--- src/circular_queue_fifo_defines.svh ---
// ----------------------------------------------------------------------------
// circular_queue_fifo assertion macros
// Shared concurrent assertion forms for the queue RTL.
// ----------------------------------------------------------------------------
`ifndef CIRCULAR_QUEUE_FIFO_DEFINES_SVH
`define CIRCULAR_QUEUE_FIFO_DEFINES_SVH

// same-cycle implication
`define CQF_ASSERT_NOW(lbl, ante, cons) \
  lbl: assert property (@(posedge clk_i) disable iff (!rst_ni) (ante) |-> (cons)) \
    else $error("cqf assertion failed");

// next-cycle implication
`define CQF_ASSERT_NXT(lbl, ante, cons) \
  lbl: assert property (@(posedge clk_i) disable iff (!rst_ni) (ante) |=> (cons)) \
    else $error("cqf assertion failed");

`endif

--- src/cqf_pkg.sv ---
// ----------------------------------------------------------------------------
// cqf_pkg
// Types and constants shared by the circular queue controller and datapath.
// ----------------------------------------------------------------------------
package cqf_pkg;

  localparam int unsigned DEPTH_DEF     = 64;
  localparam int unsigned WORD_BITS_DEF = 32;
  localparam int unsigned CAP_W         = 7;
  localparam int unsigned OP_W          = 2;
  localparam int unsigned VAL_W         = 32;

  localparam logic [OP_W-1:0] OP_INSERT  = 2'd0;
  localparam logic [OP_W-1:0] OP_REMOVE  = 2'd1;
  localparam logic [OP_W-1:0] OP_DISPLAY = 2'd2;

  typedef enum logic [1:0] {
    ST_OK    = 2'd0,
    ST_FULL  = 2'd1,
    ST_EMPTY = 2'd2
  } status_e;

  typedef struct packed {
    logic    push;       // write push value at tail
    logic    pop;        // read head, advance head
    logic    walk_init;  // walk pointer to head
    logic    walk_rd;    // read at walk pointer
    logic    walk_next;  // advance walk pointer
    logic    out_load;
    logic    out_mem;    // result data from read register
    logic    out_last;
    status_e out_status;
  } cmd_t;

  typedef struct packed {
    logic full;
    logic empty;
    logic walk_end;
    logic out_free;
  } sts_t;

endpackage

--- src/cqf_ctrl.sv ---
// ----------------------------------------------------------------------------
// cqf_ctrl
// Sequencer: decodes opcodes, drives datapath commands, walks display.
// ----------------------------------------------------------------------------
module cqf_ctrl import cqf_pkg::*; (
  input  logic            clk_i,
  input  logic            rst_ni,
  input  logic            in_valid_i,
  output logic            in_ready_o,
  input  logic [OP_W-1:0] opcode_i,
  input  sts_t            sts_i,
  output cmd_t            cmd_o
);

  typedef enum logic [3:0] {
    S_IDLE = 4'b0001,
    S_REM  = 4'b0010,
    S_DRD  = 4'b0100,
    S_DLD  = 4'b1000
  } state_e;

  state_e state_q, state_d;

  always_comb begin
    state_d    = state_q;
    cmd_o      = '0;
    in_ready_o = 1'b0;
    unique case (state_q)
      S_IDLE: begin
        in_ready_o = sts_i.out_free;
        if (in_valid_i && sts_i.out_free) begin
          unique case (opcode_i)
            OP_INSERT: begin
              cmd_o.push       = !sts_i.full;
              cmd_o.out_load   = 1'b1;
              cmd_o.out_last   = 1'b1;
              cmd_o.out_status = sts_i.full ? ST_FULL : ST_OK;
            end
            OP_REMOVE: begin
              if (sts_i.empty) begin
                cmd_o.out_load   = 1'b1;
                cmd_o.out_last   = 1'b1;
                cmd_o.out_status = ST_EMPTY;
              end else begin
                cmd_o.pop = 1'b1;
                state_d   = S_REM;
              end
            end
            OP_DISPLAY: begin
              if (sts_i.empty) begin
                cmd_o.out_load   = 1'b1;
                cmd_o.out_last   = 1'b1;
                cmd_o.out_status = ST_EMPTY;
              end else begin
                cmd_o.walk_init = 1'b1;
                state_d         = S_DRD;
              end
            end
            default: ;
          endcase
        end
      end
      S_REM: begin
        if (sts_i.out_free) begin
          cmd_o.out_load   = 1'b1;
          cmd_o.out_mem    = 1'b1;
          cmd_o.out_last   = 1'b1;
          cmd_o.out_status = ST_OK;
          state_d          = S_IDLE;
        end
      end
      S_DRD: begin
        cmd_o.walk_rd = 1'b1;
        state_d       = S_DLD;
      end
      S_DLD: begin
        if (sts_i.out_free) begin
          cmd_o.out_load   = 1'b1;
          cmd_o.out_mem    = 1'b1;
          cmd_o.out_last   = sts_i.walk_end;
          cmd_o.out_status = ST_OK;
          if (sts_i.walk_end) begin
            state_d = S_IDLE;
          end else begin
            cmd_o.walk_next = 1'b1;
            state_d         = S_DRD;
          end
        end
      end
      default: state_d = S_IDLE;
    endcase
  end

  always_ff @(posedge clk_i or negedge rst_ni) begin
    if (!rst_ni) begin
      state_q <= S_IDLE;
    end else begin
      state_q <= state_d;
    end
  end

endmodule

--- src/cqf_dp.sv ---
// ----------------------------------------------------------------------------
// cqf_dp
// Ring storage, head/tail/occupancy, walk pointer and output register.
// ----------------------------------------------------------------------------
module cqf_dp import cqf_pkg::*; #(
  parameter int unsigned DEPTH     = DEPTH_DEF,
  parameter int unsigned WORD_BITS = WORD_BITS_DEF
) (
  input  logic                    clk_i,
  input  logic                    rst_ni,
  input  logic                    cfg_we_i,
  input  logic [CAP_W-1:0]        cfg_wdata_i,
  input  logic signed [VAL_W-1:0] push_value_i,
  input  cmd_t                    cmd_i,
  output sts_t                    sts_o,
  output logic                    out_valid_o,
  input  logic                    out_ready_i,
  output logic [1:0]              out_status_o,
  output logic signed [VAL_W-1:0] out_value_o,
  output logic                    out_last_o
);

  localparam int unsigned IDX_W = $clog2(DEPTH);
  localparam int unsigned CNT_W = $clog2(DEPTH + 1);

  logic [CNT_W-1:0] ring_q, ring_d;
  logic [IDX_W-1:0] head_q, tail_q, walk_q;
  logic [CNT_W-1:0] occ_q, cnt_q;
  logic [WORD_BITS-1:0] mem_q [DEPTH];
  logic [WORD_BITS-1:0] rdata_q;
  logic [IDX_W-1:0] rd_addr;
  logic             rd_en;

  logic                    out_valid_q;
  logic [1:0]              out_status_q;
  logic signed [VAL_W-1:0] out_value_q;
  logic                    out_last_q;

  function automatic logic [IDX_W-1:0] adv(input logic [IDX_W-1:0] idx,
                                           input logic [CNT_W-1:0] ring);
    logic [CNT_W-1:0] n;
    n = CNT_W'(idx) + 1'b1;
    return (n >= ring) ? '0 : IDX_W'(n);
  endfunction

  always_comb begin
    if (cfg_wdata_i == '0) begin
      ring_d = CNT_W'(1);
    end else if (cfg_wdata_i > CAP_W'(DEPTH)) begin
      ring_d = CNT_W'(DEPTH);
    end else begin
      ring_d = CNT_W'(cfg_wdata_i);
    end
  end

  assign sts_o.full     = (occ_q >= ring_q);
  assign sts_o.empty    = (occ_q == '0);
  assign sts_o.walk_end = (CNT_W'(cnt_q + 1'b1) == occ_q);
  assign sts_o.out_free = !out_valid_q || out_ready_i;

  always_ff @(posedge clk_i or negedge rst_ni) begin
    if (!rst_ni) begin
      ring_q <= CNT_W'(DEPTH);
      head_q <= '0;
      tail_q <= '0;
      occ_q  <= '0;
      walk_q <= '0;
      cnt_q  <= '0;
    end else if (cfg_we_i) begin
      ring_q <= ring_d;
      head_q <= '0;
      tail_q <= '0;
      occ_q  <= '0;
    end else begin
      if (cmd_i.push) begin
        tail_q <= adv(tail_q, ring_q);
        occ_q  <= occ_q + 1'b1;
      end
      if (cmd_i.pop) begin
        head_q <= adv(head_q, ring_q);
        occ_q  <= occ_q - 1'b1;
      end
      if (cmd_i.walk_init) begin
        walk_q <= head_q;
        cnt_q  <= '0;
      end else if (cmd_i.walk_next) begin
        walk_q <= adv(walk_q, ring_q);
        cnt_q  <= cnt_q + 1'b1;
      end
    end
  end

  assign rd_en   = cmd_i.pop || cmd_i.walk_rd;
  assign rd_addr = cmd_i.pop ? head_q : walk_q;

  always_ff @(posedge clk_i) begin
    if (cmd_i.push) begin
      mem_q[tail_q] <= WORD_BITS'(push_value_i);
    end
  end

  always_ff @(posedge clk_i) begin
    if (rd_en) begin
      rdata_q <= mem_q[rd_addr];
    end
  end

  always_ff @(posedge clk_i or negedge rst_ni) begin
    if (!rst_ni) begin
      out_valid_q <= 1'b0;
    end else if (cmd_i.out_load) begin
      out_valid_q <= 1'b1;
    end else if (out_ready_i) begin
      out_valid_q <= 1'b0;
    end
  end

  always_ff @(posedge clk_i) begin
    if (cmd_i.out_load) begin
      out_status_q <= cmd_i.out_status;
      out_last_q   <= cmd_i.out_last;
      out_value_q  <= cmd_i.out_mem ? VAL_W'($signed(rdata_q)) : '0;
    end
  end

  assign out_valid_o  = out_valid_q;
  assign out_status_o = out_status_q;
  assign out_value_o  = out_value_q;
  assign out_last_o   = out_last_q;

endmodule

--- src/circular_queue_fifo.sv ---
// Latency: insert, full and empty results are valid the cycle after acceptance;
// a remove result passes through the storage read register, then the output register.
// Display emits one entry at a time (read, then load the output register).
// Throughput: one item at a time; the next item is taken once the last result loads and the output is free.
// Reset: head, tail and occupancy clear, capacity returns to the full depth;
// the storage array is not cleared. A capacity write also empties the queue.
// ----------------------------------------------------------------------------
// circular_queue_fifo
// Ring-buffer queue with settable capacity: insert, remove, display.
// ----------------------------------------------------------------------------
`include "circular_queue_fifo_defines.svh"

module circular_queue_fifo import cqf_pkg::*; #(
  parameter int unsigned DEPTH     = DEPTH_DEF,
  parameter int unsigned WORD_BITS = WORD_BITS_DEF
) (
  input  logic                    clk_i,
  input  logic                    rst_ni,
  input  logic                    cfg_we_i,
  input  logic [CAP_W-1:0]        cfg_wdata_i,     // capacity
  input  logic                    s_axis_tvalid,
  output logic                    s_axis_tready,
  input  logic signed [VAL_W-1:0] s_axis_tdata,    // push_value
  input  logic [OP_W-1:0]         s_axis_tuser,    // opcode
  output logic                    m_axis_tvalid,
  input  logic                    m_axis_tready,
  output logic signed [VAL_W-1:0] m_axis_tdata,    // entry_value
  output logic [1:0]              m_axis_tuser,    // status
  output logic                    m_axis_tlast
);

  cmd_t cmd;
  sts_t sts;
  logic in_accept;

  assign in_accept = s_axis_tvalid && s_axis_tready;

  cqf_ctrl u_ctrl (
    .clk_i      (clk_i),
    .rst_ni     (rst_ni),
    .in_valid_i (s_axis_tvalid),
    .in_ready_o (s_axis_tready),
    .opcode_i   (s_axis_tuser),
    .sts_i      (sts),
    .cmd_o      (cmd)
  );

  cqf_dp #(
    .DEPTH     (DEPTH),
    .WORD_BITS (WORD_BITS)
  ) u_dp (
    .clk_i        (clk_i),
    .rst_ni       (rst_ni),
    .cfg_we_i     (cfg_we_i),
    .cfg_wdata_i  (cfg_wdata_i),
    .push_value_i (s_axis_tdata),
    .cmd_i        (cmd),
    .sts_o        (sts),
    .out_valid_o  (m_axis_tvalid),
    .out_ready_i  (m_axis_tready),
    .out_status_o (m_axis_tuser),
    .out_value_o  (m_axis_tdata),
    .out_last_o   (m_axis_tlast)
  );

  `CQF_ASSERT_NOW(a_pop_not_empty, cmd.pop, !sts.empty)
  `CQF_ASSERT_NXT(a_remove_empty, in_accept && s_axis_tuser == OP_REMOVE && sts.empty && !cfg_we_i, m_axis_tvalid && m_axis_tuser == ST_EMPTY && m_axis_tlast)
  `CQF_ASSERT_NXT(a_insert_ok, in_accept && s_axis_tuser == OP_INSERT && !sts.full && !cfg_we_i, m_axis_tvalid && m_axis_tuser == ST_OK && m_axis_tlast && m_axis_tdata == '0)

endmodule
--- config.mk ---
export PLATFORM = sky130hd
export DESIGN_NAME = circular_queue_fifo
export DESIGN_NICKNAME = d
export VERILOG_FILES = /design/src/cqf_pkg.sv /design/src/cqf_ctrl.sv /design/src/cqf_dp.sv /design/src/circular_queue_fifo.sv
export VERILOG_INCLUDE_DIRS = /design/src /design/src/src
export SDC_FILE = /design/constraint.sdc
export NUM_CORES = 2
export LEC_CHECK = 0
export BUFFER_PORTS_ARGS = -buffer_cell sky130_fd_sc_hd__buf_2
export CAP_MARGIN = 10
export CORE_UTILIZATION = 50
export DETAILED_ROUTE_END_ITERATION = 10
export GPL_ROUTABILITY_DRIVEN = 1
export MAX_ROUTING_LAYER = met4
export PLACE_DENSITY_LB_ADDON = 0.08
export SLEW_MARGIN = 20
export SYNTH_ARGS = -nofsm -noshare
export SYNTH_HDL_FRONTEND = slang
export SYNTH_HIERARCHICAL = 1
export SYNTH_SLANG_ARGS = --single-unit
--- constraint.sdc ---
create_clock -name clk_i -period 4.96 [get_ports clk_i]
set_clock_uncertainty 0.2 [all_clocks]
set_input_delay 0.248 -clock clk_i [delete_from_list [all_inputs] [get_ports clk_i]]
set_output_delay 0.248 -clock clk_i [all_outputs]
set_load 0.005 [all_outputs]
==> metrics <==
status=completed; largest net degree at the start of global routing=130; unrepaired setup endpoints after global routing=no; Placer Congestion=0.9191; cell mode on critical path=buf_12; dominant cells by area after synthesis=edfxtp_1 (62%), a21oi_1 (6.1%), o21ai_0 (4.7%); Relative slew margins=23.31%; combinational family with the most area after synthesis=compound AO/OA/AOI/OAI gates; Starting Density=50.28%; CTS Buf Count=229; first-pass GRT wire length=526000 µm; clk root buf=clkbuf_16; CP Launch Type=flip-flop; max incr delay on CP=0.72 ns; Skew-Pair Late Insertion Delay=0.89 ns; cell with the most instances after synthesis=edfxtp_1; io pins=83; Avg Cell Area, Syn=11.67 µm²; Synth Area in Adders=0.5245%; EDFF count, synth=around 2100; Total Power=44.81 mW; CTS clock-pin slew for the worst setup and hold paths=0.06 ns; # port buffers=82; Pleak=37.66 nW; Worst Tran Pin Value=1.146 ns; compound-gate portion of the synthesized area=about a quarter; Final Critical Period=4.927 ns; Worst Path Arrival=5.36 ns; Final Max Tran Viols=0; maximum fanout along the worst path=between 40 and 50; maxcap violations=0; Peak VDD IR=410.4 µV; Clock Sinks=2159; CP Capture Type=flip-flop; final hold viol count=0; Area Growth Syn to Fin=13.65%; post-synthesis sequential area ratio=63.58%; Synth area leader=edfxtp_1; DRC errors left=0; vias post-DR=79190; fmax=203.0 MHz; postcts setup bufs=0; vias in the first global route=between 70000 and 80000; Synthesized Nets=8799; critical path type=flip-flop to flip-flop; fraction of registers with async set or reset after synthesis=2.038%; final period utilization=99.33%; Syn Inst Count=8711; data required time at the worst endpoint=5.39 ns; Post-synth top cells=edfxtp_1 (2115), a21oi_1 (1248), o21ai_0 (952); vias per cell=6.804; critical path's top delay family=compound AO/OA/AOI/OAI gates; Die Y=452.8 µm; slowest CP cell=o31ai_1; Netlist cell types=96; Final setup viols=0; nets@finish=8824; antenna violation net count after detailed routing=0; share of cells above drive strength 1=11.35%; Warnings, synthesis=6; die area=0.2051 mm²; synthesized-area fraction occupied by and/or/nand/nor cells=5.235%; CTS tree=built; Die X=around 450 µm; grt ovf=0; placement row count=roughly 170; Mapped Area=0.1016 mm²; core area=about 0.2 mm²; Power Density=388.0 mW/mm²; multiplexer share of the synthesized area=less than 1%; H-Tree Depth=4; WL final=364700 µm; DR pass1 iterations=6; XOR/XNOR Fraction of Synth Area=0.2672%; Main synth FF type=edfxtp_1; crit-path cells=nor4b_4 -> nand3_4 -> nor3b_2 -> buf_12 -> buf_4 -> mux2_8 -> buf_12 -> nand2_1 -> a221oi_1 -> o31ai_1 -> a22oi_1 -> o31a_1; post-synth top area share=a little over three fifths; worst min path class=primary input to flip-flop; initial antenna violation count=19; gr usage total=36.05%; detailed-placement wirelength estimate=215200 µm; post-synthesis sequential element count=2159; Max Buffers Root-to-Sink=3; routed length per instance=31.33 µm; final core occ=57.15%; buffer and inverter count on the worst path=3; Iter 0 DRT Violations=~11000
## layer usage
| layer | part of all wire [%] | track usage [%] |
|---|---|---|
| met1 | 39 | 48.30 |
| met2 | 46 | 53.88 |
| met3 | 9.3 | 4.879 |
| met4 | 5.7 | 18.39 |
| met5 | 0 | - |
## cells by family (layout without fill, tap and decap cells)
| group | after synthesis | count (layout) |
|---|---|---|
| AO/OA/AOI/OAI | 4124 | 4124 |
| XOR/XNOR | 31 | 31 |
| adder cells (fa/ha/maj) | 42 | 42 |
| buffers and inverters | 1204 | 1418 |
| flip-flops | 2159 | 2159 |
| multiplexers | 14 | 14 |
| other | 0 | 42 |
| AND/OR/NAND/NOR | 1137 | 1137 |
## worst register-to-register path: cells and delay by family (launching register included)
| family | cells | cell delay, ns |
|---|---|---|
| AO/OA/AOI/OAI | 4 | 1.52 |
| flip-flops | 1 | 0.59 |
| multiplexers | 1 | 0.56 |
| buffers and inverters | 3 | 0.74 |
| AND/OR/NAND/NOR | 4 | 1.09 |
## through the flow
| stage | hold slack [ns] | TNS [ns] | cell area (µm²) | worst slack (ns) | std cells |
|---|---|---|---|---|---|
| floorplan | -0.2476 | 0 | 101600 | 0.03290 | 8711 |
| global placement | 0.2658 | -0.1067 | 107400 | -0.09226 | 11110 |
| detailed placement | 0.2691 | -0.1726 | 107400 | -0.1160 | 11110 |
| CTS | 0.08831 | 0 | 115400 | 0.002556 | 11600 |
| global route | 0.1457 | 0 | 115500 | 0.00006128 | 11630 |
| finish | 0.1378 | 0 | 115500 | 0.03333 | 11640 |
## layout by cell type, fill, tap and decap left out, types with 12 or more instances in the layout
| master | n |
|---|---|
| a211oi_1 | 495 |
| a21o_1 | 111 |
| a21oi_1 | 1246 |
| a221oi_1 | 112 |
| a22oi_1 | 140 |
| a2bb2oi_1 | 18 |
| a31oi_1 | 149 |
| a41oi_1 | 53 |
| and2_1 | 37 |
| buf_12 | 134 |
| buf_2 | 79 |
| buf_4 | 348 |
| bufinv_16 | 20 |
| clkbuf_1 | 43 |
| clkbuf_16 | 233 |
| clkinv_1 | 63 |
| clkinv_2 | 47 |
| dfrtp_1 | 38 |
| diode_2 | 42 |
| dlygate4sd3_1 | 68 |
| edfxtp_1 | 2115 |
| ha_1 | 41 |
| inv_1 | 367 |
| nand2_1 | 422 |
| nand2b_1 | 94 |
| nand3_1 | 127 |
| nor2_1 | 213 |
| nor2_4 | 67 |
| nor2b_1 | 81 |
| nor3_1 | 29 |
| o211ai_1 | 452 |
| o21ai_0 | 951 |
| o21ai_1 | 88 |
| o221ai_1 | 43 |
| o22ai_1 | 115 |
| o2bb2ai_1 | 12 |
| o31a_1 | 30 |
| o31ai_1 | 27 |
| xnor2_1 | 19 |
| xor2_1 | 12 |
## area by class of cell
cell class,instances,area (µm²)
diodes,42,105.1
clock buffers,276,5992
repair buffers,630,6399
flip-flops and latches,2159,64630
fillers,16320,86610
multi-input cells,5348,32410
clock inverters,144,1231
inverters,368,1389
well taps,2672,3343
## power breakdown
part / internal (mW) / total [mW] / switching [mW] / leakage (nW)
logic: 2.39 / 7.66 / 5.27 / 14.5
registers: 20.2 / 20.3 / 0.142 / 19.6
clock network: 9.57 / 16.9 / 7.29 / 3.55
## what timing repair did
action                     4_1_cts  5_1_grt
hold endpoints to repair      1377        0
pin swaps                        0        0
gates resized for setup          3        8
setup endpoints to repair        3        9
hold buffers                    69        0
## path summary, 6_finish.rpt
| path | start | to | slack (ns) | depth (start not counted) |
|---|---|---|---|---|
| min reg2reg | u_dp/cnt_q[1]$_DFFE_PN0P_ | u_dp/cnt_q[1]$_DFFE_PN0P_ | 0.33 | 2 |
| max in group asynchronous | rst_ni | u_dp/head_q[1]$_DFFE_PN0P_ | 3.98 | 4 |
| min in group asynchronous | rst_ni | u_ctrl/state_q[0]$_DFFE_PN1P_ | 0.30 | 3 |
| max | u_ctrl/state_q[0]$_DFFE_PN1P_ | u_dp/rdata_q[2]$_DFFE_PP_ | 0.03 | 12 |
| max reg2reg | u_ctrl/state_q[0]$_DFFE_PN1P_ | u_dp/rdata_q[2]$_DFFE_PP_ | 0.03 | 12 |
| min | s_axis_tdata[10] | u_dp/mem_q[33][10]$_DFFE_PP_ | 0.14 | 2 |
## sequential cells by signal, indices dropped and copies added (netlist names)
register,count
u_dp/mem_q,2048
u_dp/out_value_o,32
u_dp/rdata_q,32
u_dp/cnt_q,7
u_dp/occ_q,7
u_dp/ring_q,7
u_dp/head_q,6
u_dp/tail_q,6
u_dp/walk_q,6
u_ctrl/state_q,4
u_dp/out_status_o,2
u_dp/out_last_o,1
u_dp/out_valid_o,1
(Power assumes the default switching activity.)
